## src/mhf_pkg.sv

```systemverilog
// ============================================================================
// Multicast hash filter package
// Widths, CRC constants and the hash result type shared by the filter builder.
// ============================================================================
`default_nettype none

package mhf_pkg;

    localparam int ADDR_W  = 48;
    localparam int CRC_W   = 32;
    localparam int IDX_W   = 6;
    localparam int TABLE_W = 64;
    localparam int IDX_LSB = 23;

    localparam logic [CRC_W-1:0] CRC_PRESET = 32'hFFFF_FFFF;
    localparam logic [CRC_W-1:0] CRC_POLY   = 32'h04C1_1DB7;

    typedef logic [ADDR_W-1:0][CRC_W-1:0] crc_cols_t;

    // Hash outcome of one address, handed from the hash logic to the table.
    typedef struct packed {
        logic [CRC_W-1:0] crc;
        logic [IDX_W-1:0] idx;
        logic             applied;
    } hash_res_t;

    // Bit-serial CRC, used at elaboration only to build the constant columns.
    // Address bit i is bit (i mod 8) of byte (i / 8), so taking the bits in
    // ascending order follows the byte order and the LSB-first bit order.
    function automatic logic [CRC_W-1:0] crc_serial(input logic [ADDR_W-1:0] addr,
                                                    input logic [CRC_W-1:0]  init);
        logic [CRC_W-1:0] crc;
        logic             fb;
        crc = init;
        for (int i = 0; i < ADDR_W; i++) begin
            fb  = crc[CRC_W-1] ^ addr[i];
            crc = {crc[CRC_W-2:0], 1'b0};
            if (fb) begin
                crc = crc ^ CRC_POLY;
            end
        end
        return crc;
    endfunction

    // Contribution of each single address bit with a zero preset.
    function automatic crc_cols_t build_cols();
        crc_cols_t        cols;
        logic [ADDR_W-1:0] unit;
        for (int i = 0; i < ADDR_W; i++) begin
            unit    = '0;
            unit[i] = 1'b1;
            cols[i] = crc_serial(unit, '0);
        end
        return cols;
    endfunction

    localparam crc_cols_t        CRC_COLS = build_cols();
    localparam logic [CRC_W-1:0] CRC_BASE = crc_serial('0, CRC_PRESET);

    // The CRC is linear: the preset term XORed with the column of every set
    // address bit. The terms are independent, so this is a flat XOR tree.
    function automatic logic [CRC_W-1:0] crc_calc(input logic [ADDR_W-1:0] addr);
        logic [CRC_W-1:0] acc;
        acc = CRC_BASE;
        for (int i = 0; i < ADDR_W; i++) begin
            acc = acc ^ (CRC_COLS[i] & {CRC_W{addr[i]}});
        end
        return acc;
    endfunction

endpackage

`default_nettype wire

```

## src/mhf_if.sv

```systemverilog
// ============================================================================
// Multicast hash filter channels
// Valid/ready channels for address beats in and result beats out.
// ============================================================================
`default_nettype none

interface mhf_item_if;
    import mhf_pkg::*;

    logic              valid;
    logic              ready;
    logic [ADDR_W-1:0] mac_addr;
    logic              entry_valid;
    logic              clear_first;

    modport source (output valid, mac_addr, entry_valid, clear_first, input ready);
    modport sink   (input valid, mac_addr, entry_valid, clear_first, output ready);
endinterface

interface mhf_result_if;
    import mhf_pkg::*;

    logic               valid;
    logic               ready;
    logic [IDX_W-1:0]   hash_index;
    logic [CRC_W-1:0]   crc_value;
    logic               index_applied;
    logic [TABLE_W-1:0] hash_bits;

    modport source (output valid, hash_index, crc_value, index_applied, hash_bits,
                    input ready);
    modport sink   (input valid, hash_index, crc_value, index_applied, hash_bits,
                    output ready);
endinterface

`default_nettype wire

```

## src/mhf_hash.sv

```systemverilog
// ============================================================================
// Multicast hash filter address hash
// CRC-32 of a registered address and the table index taken from it.
// ============================================================================
`default_nettype none

module mhf_hash (
    input  wire logic [mhf_pkg::ADDR_W-1:0] mac_addr,
    input  wire logic                       entry_valid,
    output mhf_pkg::hash_res_t              res
);
    import mhf_pkg::*;

    logic [CRC_W-1:0] crc;

    assign crc = crc_calc(mac_addr);

    // An unused entry reports zero CRC and index.
    always_comb
    begin
        res.applied = entry_valid;
        res.crc     = entry_valid ? crc : '0;
        res.idx     = entry_valid ? crc[IDX_LSB +: IDX_W] : '0;
    end

endmodule

`default_nettype wire

```

## src/mhf_table.sv

```systemverilog
// ============================================================================
// Multicast hash filter table and result register
// Keeps the 64-bit table and holds each result beat until it is taken.
// ============================================================================
`default_nettype none

module mhf_table (
    input  wire logic               clk,
    input  wire logic               rst_n,
    input  wire logic               load,
    input  wire logic               clear_first,
    input  wire mhf_pkg::hash_res_t res,
    output logic                    load_ok,
    mhf_result_if.source            result
);
    import mhf_pkg::*;

    logic [TABLE_W-1:0] table_reg;
    logic [TABLE_W-1:0] table_next;
    logic               valid_reg;
    logic [IDX_W-1:0]   idx_reg;
    logic [CRC_W-1:0]   crc_reg;
    logic               applied_reg;
    logic [TABLE_W-1:0] bits_reg;

    assign load_ok = !valid_reg || result.ready;

    always_comb
    begin
        table_next = clear_first ? '0 : table_reg;
        if (res.applied) begin
            table_next[res.idx] = 1'b1;
        end
    end

    always_ff @(posedge clk or negedge rst_n)
    begin
        if (!rst_n) begin
            table_reg <= '0;
            valid_reg <= 1'b0;
        end else begin
            if (load) begin
                table_reg <= table_next;
                valid_reg <= 1'b1;
            end else if (result.ready) begin
                valid_reg <= 1'b0;
            end
        end
    end

    always_ff @(posedge clk)
    begin
        if (load) begin
            idx_reg     <= res.idx;
            crc_reg     <= res.crc;
            applied_reg <= res.applied;
            bits_reg    <= table_next;
        end
    end

    assign result.valid         = valid_reg;
    assign result.hash_index    = idx_reg;
    assign result.crc_value     = crc_reg;
    assign result.index_applied = applied_reg;
    assign result.hash_bits     = bits_reg;

endmodule

`default_nettype wire

```

## src/multicast_hash_filter_builder.sv

```systemverilog
// ============================================================================
// Multicast hash filter builder
// Hashes MAC addresses into the 64-bit multicast hash table of a receive
// filter, one address beat per cycle while the result receiver keeps ready high.
// ============================================================================
// Usage:
//   The item channel takes one beat per filter entry: a 48-bit address with
//   byte 0 in bits 7:0, a flag marking the entry as in use and a flag that
//   clears the table before the entry is applied. The result channel returns
//   exactly one beat per item: the table index (CRC bits 28:23), the CRC-32
//   of the address without final inversion, whether a bit was set, and the
//   whole table as it stands after the item.
//   An accepted beat is held in the input register while the CRC (a flat
//   XOR tree of constant columns) and the table update are worked out;
//   the result register loads them once it is free. The result beat thus
//   passes the input register and then the result register before it is
//   shown, and the block sustains one beat per cycle while the receiver
//   keeps ready high.
//   Reset clears the table to all zeros and empties both register stages.
//   When the receiver stalls, the result beat is held unchanged; the input
//   register still takes one more beat, after which ready drops until the
//   result register is freed.
// ============================================================================
`default_nettype none

module multicast_hash_filter_builder (
    input  wire logic    clk,
    input  wire logic    rst_n,
    mhf_item_if.sink     item,
    mhf_result_if.source result
);
    import mhf_pkg::*;

    logic              s1_valid_reg;
    logic [ADDR_W-1:0] s1_addr_reg;
    logic              s1_entry_reg;
    logic              s1_clear_reg;
    hash_res_t         hash_res;
    logic              load_ok;
    logic              advance;

    // The stage moves on whenever the result register can take its beat.
    assign advance    = s1_valid_reg && load_ok;
    assign item.ready = !s1_valid_reg || load_ok;

    always_ff @(posedge clk or negedge rst_n)
    begin
        if (!rst_n) begin
            s1_valid_reg <= 1'b0;
        end else if (item.ready) begin
            s1_valid_reg <= item.valid;
        end
    end

    always_ff @(posedge clk)
    begin
        if (item.valid && item.ready) begin
            s1_addr_reg  <= item.mac_addr;
            s1_entry_reg <= item.entry_valid;
            s1_clear_reg <= item.clear_first;
        end
    end

    mhf_hash u_hash (
        .mac_addr    (s1_addr_reg),
        .entry_valid (s1_entry_reg),
        .res         (hash_res)
    );

    // The table is updated in the same edge that loads the result register,
    // so consecutive beats see each other's bits.
    mhf_table u_table (
        .clk         (clk),
        .rst_n       (rst_n),
        .load        (advance),
        .clear_first (s1_clear_reg),
        .res         (hash_res),
        .load_ok     (load_ok),
        .result      (result)
    );

endmodule

`default_nettype wire

```

## src/flat_wrapper.sv

```systemverilog
// flat-port wrapper written by rule: the top's interface ports become plain ports
module multicast_hash_filter_builder_flat import mhf_pkg::*;
  (clk, rst_n, item_valid, item_mac_addr, item_entry_valid, item_clear_first, item_ready, result_valid, result_hash_index, result_crc_value, result_index_applied, result_hash_bits, result_ready);
  mhf_item_if item_i ();
  mhf_result_if result_i ();
  input  wire logic clk;
  input  wire logic rst_n;
  input wire logic [$bits(item_i.valid)-1:0] item_valid;
  input wire logic [$bits(item_i.mac_addr)-1:0] item_mac_addr;
  input wire logic [$bits(item_i.entry_valid)-1:0] item_entry_valid;
  input wire logic [$bits(item_i.clear_first)-1:0] item_clear_first;
  output wire logic [$bits(item_i.ready)-1:0] item_ready;
  output wire logic [$bits(result_i.valid)-1:0] result_valid;
  output wire logic [$bits(result_i.hash_index)-1:0] result_hash_index;
  output wire logic [$bits(result_i.crc_value)-1:0] result_crc_value;
  output wire logic [$bits(result_i.index_applied)-1:0] result_index_applied;
  output wire logic [$bits(result_i.hash_bits)-1:0] result_hash_bits;
  input wire logic [$bits(result_i.ready)-1:0] result_ready;
  assign item_i.valid = item_valid;
  assign item_i.mac_addr = item_mac_addr;
  assign item_i.entry_valid = item_entry_valid;
  assign item_i.clear_first = item_clear_first;
  assign item_ready = item_i.ready;
  assign result_valid = result_i.valid;
  assign result_hash_index = result_i.hash_index;
  assign result_crc_value = result_i.crc_value;
  assign result_index_applied = result_i.index_applied;
  assign result_hash_bits = result_i.hash_bits;
  assign result_i.ready = result_ready;
  multicast_hash_filter_builder u_core (.clk(clk), .rst_n(rst_n), .item(item_i), .result(result_i));
endmodule
```

## config.mk

```make
export PLATFORM = sky130hd
export DESIGN_NAME = multicast_hash_filter_builder_flat
export DESIGN_NICKNAME = d
export VERILOG_FILES = /design/src/mhf_pkg.sv /design/src/mhf_if.sv /design/src/mhf_hash.sv /design/src/mhf_table.sv /design/src/multicast_hash_filter_builder.sv /design/src/flat_wrapper.sv
export SDC_FILE = /design/constraint.sdc
export NUM_CORES = 1
export LEC_CHECK = 0
export ABC_AREA = 1
export BUFFER_PORTS_ARGS = -buffer_cell sky130_fd_sc_hd__buf_2
export CORE_UTILIZATION = 40
export DETAILED_ROUTE_END_ITERATION = 8
export PLACE_DENSITY = 0.59
export SLEW_MARGIN = 10
export SYNTH_ARGS = -nofsm -noshare
export SYNTH_HDL_FRONTEND = slang
export SYNTH_SLANG_ARGS = --single-unit
```

## constraint.sdc

```tcl
create_clock -name clk -period 3.5 [get_ports clk]
set_clock_uncertainty 0.2 [all_clocks]
set_input_delay 0.35 -clock clk [delete_from_list [all_inputs] [get_ports clk]]
set_output_delay 0.35 -clock clk [all_outputs]
set_load 0.05 [all_outputs]
```

==> results of run 1 <==
==> synthesized netlist by cell type (3+ instances only) <==
cell type        n
a21oi_1         16
buf_2           21
buf_4           20
buf_6           13
clkbuf_1        10
dfrtp_1         66
dlygate4sd3_1    4
edfxtp_1       153
inv_1          135
inv_2            6
nand2_1        468
nand2_2          8
nand2_4          3
nand3_1         95
nand3_2          9
nand3b_1         5
nand4_1          3
nor2_1          25
nor2_4          18
o21ai_0         14
or2_2           65
xnor2_1        195
xnor2_2         10
xnor2_4          3
xor2_1         201
==> worst max-delay path: stages (launching register included) <==
cell	delay, ns
edfxtp_1	0.69
xnor2_1	0.85
xor2_1	0.31
xor2_1	0.44
xnor2_1	0.19
xor2_1	0.17
nor2_1	0.08
==> per-layer routing <==
| layer | track usage (%) | part of all wire (%) |
|---|---|---|
| met1 | 32.8 | 47 |
| met2 | 35.4 | 44 |
| met3 | 2.76 | 6.3 |
| met4 | 8.39 | 3.5 |
| met5 | 0 | 0 |
==> worst max path at each step <==
stage                                start                            endpoint  slack, ns
6_report            u_core.s1_addr_reg[13]  u_core.u_table.result.crc_value[7]       0.27
5_1_grt             u_core.s1_addr_reg[41]        u_core.u_table.table_reg[59]       0.12
4_1_cts             u_core.s1_addr_reg[13]  u_core.u_table.result.crc_value[7]       0.35
3_5_place_dp        u_core.s1_addr_reg[13]  u_core.u_table.result.crc_value[7]       0.36
3_3_place_gp        u_core.s1_addr_reg[13]  u_core.u_table.result.crc_value[7]       0.25
2_1_floorplan  u_core.u_table.result.valid               u_core.s1_addr_reg[0]       0.66
==> power by group through the flow <==
| stage | combinational [mW] | clock [mW] | sequential, mW |
|---|---|---|---|
| after floorplan | 3.08 | 0 | 4.82 |
| after global placement | 5.13 | 0 | 3.97 |
| after detailed placement | 5.19 | 0 | 3.99 |
| after CTS | 5.26 | 2.51 | 3.95 |
| after global routing | 5.70 | 2.61 | 4.01 |
| final | 5.24 | 2.46 | 3.94 |
==> cell type report <==
cell class,count,area [µm²]
clock inverter,9,67.6
inverter,142,538
sequential,219,6250
fill,3346,18500
clock buffer,36,697
multi-input combinational,1144,7100
timing repair buffer,267,1770
tap,461,577
==> logic make-up (layout without fill, tap and decap cells) <==
family	count (synthesis)	count (layout)	synth area share [%]
buffers and inverters	215	454	7.41
XOR/XNOR	411	411	26.1
AND/OR/NAND/NOR	701	701	22.0
AO/OA/AOI/OAI	32	32	1.15
flip-flops	219	219	43.3
==> stage by stage <==
stage / utilization (%) / power, mW
detailed placement: 44.2 / 9.19
finish: 47.9 / 11.6
global placement: 44.2 / 9.10
floorplan: - / 7.90
global route: 47.9 / 12.3
CTS: 47.9 / 11.7
==> cells in the final DEF (no fill, tap or decap), types with 7 or more instances in the layout <==
cell type / count
xnor2_1: 195
nand2_2: 8
clkbuf_16: 25
o21ai_0: 14
inv_1: 133
clkbuf_1: 8
nor2_4: 18
or2_2: 65
nand2_1: 468
dlygate4sd3_1: 55
xor2_1: 201
buf_2: 158
nor2_1: 25
edfxtp_1: 153
inv_2: 7
dfrtp_1: 66
a21oi_1: 16
xnor2_2: 10
nand3_1: 95
nand3_2: 9
buf_4: 52
==> repair_timing <==
item / 4_1_cts / 5_1_grt
endpoints found under the hold margin: 86 / 0
endpoints found under the setup margin: 0 / 0
hold buffers: 55 / 0
==> flow_metrics.tcl, run 1 <==
set metrics [dict create \
    holdCritPathClass "primary input to async pin" \
    worstSkewPairLatency_ns 0.55 \
    rsz0062_at_grt "false" \
    fmax_ghz 0.310 \
    synthCells 1578 \
    stdcell_count 2278 \
    power_switching_share_pct 42.3 \
    via_per_inst 4.73 \
    seq_area_frac_synth_pct 43.3 \
    synth_cell_type_count 34 \
    p_seq_share_pct 33.9 \
    dp_cells 2178 \
    die_width_um 192 \
    avgRoutedWirePerCell_um 18.4 \
    nets 1853 \
    setup_ws_ns 0.270 \
    place.port_buffers 158 \
    tritoncts "yes" \
    cap_viol_max_count 0 \
    drc 0 \
    synth_nets 1632 \
    pwr-share-clk_pct 21.1 \
    first_pass_iters 5 \
    timing.rr.start "u_core.s1_addr_reg[13]" \
    yosys_warnings 0 \
    rows 69 \
    htreeDepth 1 \
    p_int_mw 6.72 \
    async_flop_share_pct 30.1 \
    path_class "register to register" \
    drtAntennaViolNets 0 \
    worstSetupEndpointType "register" \
    synthTopCellsByArea "edfxtp_1 (32%), xor2_1 (12%), nand2_1 (12%), xnor2_1 (12%), dfrtp_1 (11%)" \
    path_clk_slew_ns 0.06 \
    p_switching_mw 4.92 \
    gp_congestion 1.02 \
    grt.total_usage_pct 22.9 \
    root_buffer "clkbuf_16" \
    dp_hpwl_um 31900 \
    finalSetupTns_ns 0 \
    drt_wl_total_um 41800 \
    grt_pass1_wl_um 61700 \
    cts_made_buffers 25 \
    core_um2 35500 \
    run_status "finished, final reports clean" \
    place_area_um2 15700 \
    antenna_found_initial 0 \
    post-cts-setup-buffer-count 0 \
    slew_viol_final 0 \
    reg2reg_to "u_core.u_table.result.crc_value[7]" \
    synth_edf_count 153 \
    synth_top_area_share_pct 31.9 \
    critical_path.max_fanout 8 \
    grt_max_degree 70 \
    cts_max_path_buffers 3 \
    grt_overflow 0 \
    grt_pass1_vias 10100 \
    area_delta_synth_final_pct 17.9 \
    relSlewSlack_pct 26.4 \
    ir_drop_mv 0.395 \
    io_pins 159 \
    reg2regPathDepth 6 \
    antenna_cells 0 \
    cp_data_arrival_time_ns 3.29 \
    fin_crit_sh_pct 92.3 \
    synth_top_area_cell "edfxtp_1" \
    start_util_pct 40.6 \
    avgSynthCellArea_um2 9.14 \
    p_per_area_nw_per_um2 685 \
    cts.sinks 219 \
    ys_seq_elements 219 \
    synth_area_um2 14400 \
    via_count 10800 \
    layout-drive-gt1-share_pct 20.7 \
    die_y_um 192 \
    hold_viol_final 0 \
    period_needed_ns 3.23 \
    drt_iter0_markers 693 \
    design_area_um2 17000 \
    required_ns 3.56 \
    r2r_setup_slack_ns 0.27 \
    p_leak_nw 7.97 \
    whs_ns 0.0623 \
    ys.flop_type "edfxtp_1" \
    tightest_slew_ns 1.10 \
    p_comb_share_pct 45.0 \
    cp-start-kind "register" \
    cts_resized 0 \
    setup_viol 0 \
    die_area_um2 36800 \
    dp_slack_ns 0.364 \
]
Note: power is estimated with default switching activity, not from simulation.
==> inputs of run 2 (changes only) <==
==> constraint.sdc (replaced) <==
create_clock -name clk -period 3.5 [get_ports clk]
set_clock_uncertainty 0.2 [all_clocks]
set_input_delay 0.875 -clock clk [delete_from_list [all_inputs] [get_ports clk]]
set_output_delay 0.875 -clock clk [all_outputs]
set_load 0.05 [all_outputs]
==> run 2 against run 1 <==
Non-clock buffer count fell by 50. Clock-buffer cell count is 4 higher. Global-route usage rose by 0.19 points. Core utilization is 1.4 points lower. Register-to-register slack gained 0.13 ns. Combinational power fell by 0.8%. Final area fell by 2.9%. Die area did not move. First-iteration DRC count up 34%. Flip-flop and latch count stayed put. Critical path type unchanged. Critical endpoint is now u_core.u_table.table_reg[52]. Largest power group unchanged.
==> flow_metrics.tcl, run 2 (synthesis gave the netlist of run 1 again) <==
set metrics [dict create \
    run_status "finished, final reports clean" \
    first_pass_iters 6 \
    final_core_util_pct 46.5 \
    gp_congestion 1.05 \
    drt_wl_total_um 41500 \
    rows 69 \
    dp_hpwl_um 32200 \
    pwr-share-clk_pct 21.3 \
    avgRoutedWirePerCell_um 18.6 \
    cap_viol_max_count 0 \
    p_per_area_nw_per_um2 703 \
    core_um2 35500 \
    grt_overflow 0 \
    grt_pass1_wl_um 62700 \
    ir_drop_mv 0.467 \
    power_switching_share_pct 42.3 \
    tightest_slew_ns 0.770 \
    root_buffer "clkbuf_16" \
    grt_max_degree 63 \
    postCtsHoldBufs 0 \
    cts.sinks 219 \
    p_seq_share_pct 34.0 \
    worstSkewPairLatency_ns 0.56 \
    antenna_found_initial 0 \
    rsz0062_at_grt "false" \
    holdCritPathClass "primary input to async pin" \
    drtAntennaViolNets 0 \
    finalSetupTns_ns 0 \
    via_count 10800 \
    fin_crit_sh_pct 88.6 \
    drt_iter0_markers 928 \
    place_area_um2 15700 \
    design_area_um2 16500 \
    place.port_buffers 158 \
    hold_viol_final 0 \
    most-common-layout-cells "nand2_1 (468), xor2_1 (201), xnor2_1 (195), buf_2 (158), edfxtp_1 (153)" \
    nets 1803 \
    critical_path.max_fanout 8 \
    cts_resized 0 \
    cts_made_buffers 25 \
    required_ns 3.81 \
    area_delta_synth_final_pct 14.5 \
    path_clk_slew_ns 0.06 \
    fmax_ghz 0.322 \
    grt_pass1_vias 10100 \
    fillers 3322 \
    antenna_cells 0 \
    fin_total_pwr_mw 11.6 \
    layout_commonest_cell "nand2_1" \
    p_leak_nw 7.77 \
    p_comb_share_pct 44.7 \
    die_y_um 192 \
    setup_viol 0 \
    p_switching_mw 4.91 \
    via_per_inst 4.84 \
    die_width_um 192 \
    tritoncts "yes" \
    cp_data_arrival_time_ns 3.41 \
    slew_viol_final 0 \
    period_needed_ns 3.10 \
    worstSetupEndpointType "register" \
    start_util_pct 40.6 \
    path_class "register to register" \
    grt.total_usage_pct 23.1 \
    die_area_um2 36800 \
    p_int_mw 6.70 \
    io_pins 159 \
    layout-drive-gt1-share_pct 21.5 \
    cts_max_path_buffers 3 \
    post-cts-setup-buffer-count 0 \
    cp-start-kind "register" \
    htreeDepth 1 \
    relSlewSlack_pct 48.6 \
    drc 0 \
]
## run 2: worst max-delay path, cell delays in order, from the launching register on
cell and delay [ns]:
edfxtp_1 0.64, xnor2_1 0.65, nand3_1 0.19, nand2_1 0.13, nand2_1 0.07, nand2_1 0.11
nand2_1 0.07, nand3_2 0.12, nand3_2 0.14, nor2_4 0.36, nand2_1 0.18, nand3_1 0.10
nand2_1 0.05, inv_1 0.05
## run 2: power groups by stage
stage	sequential [mW]	combinational, mW	clock (mW)
finish	3.94	5.20	2.47
global route	4.01	5.67	2.63
CTS	3.95	5.21	2.55
detailed placement	4.00	5.19	0
global placement	3.97	5.15	0
floorplan	4.82	3.08	0
## run 2: per-layer routing
layer	GRT usage (%)	share of wire, %	vias up
met5	0	0	-
met1	34.1	47	5104
li1	-	-	5227
met3	2.70	6.8	74
met4	7.17	3.1	0
met2	35.1	43	375
## run 2: final timing paths
path                                                 to  cells past startpoint                   startpoint  slack [ns]
setup / recovery           u_core.u_table.table_reg[52]                     13       u_core.s1_addr_reg[37]        0.40
hold / removal             u_core.u_table.table_reg[22]                      1                        rst_n        0.15
setup reg to reg           u_core.u_table.table_reg[52]                     13       u_core.s1_addr_reg[37]        0.40
hold reg to reg             u_core.u_table.result.valid                      2  u_core.u_table.result.valid        0.33
max in group asynchronous  u_core.u_table.table_reg[42]                      2                        rst_n        2.27
min in group clk                 u_core.s1_addr_reg[28]                      1            item_mac_addr[28]        0.29
## run 2: metrics by stage
stage | hold WS [ns] | cells | worst slack (ns)
after floorplan | 0.251 | 1578 | 0.444
after global routing | 0.183 | 2229 | 0.213
final | 0.151 | 2229 | 0.398
after detailed placement | 0.325 | 2183 | 0.497
after CTS | 0.140 | 2229 | 0.479
after global placement | 0.304 | 2183 | 0.552
## run 2: final cells by class
| class | count | area, µm² | area share (%) |
|---|---|---|---|
| Timing Repair Buffer | 217 | 1280 | 7.78 |
| Multi-Input combinational cell | 1144 | 7100 | 43.0 |
| Clock inverter | 6 | 48.8 | 0.296 |
| Sequential cell | 219 | 6250 | 37.8 |
| Clock buffer | 40 | 712 | 4.31 |
| Inverter | 142 | 538 | 3.26 |
| Tap cell | 461 | 577 | 3.49 |
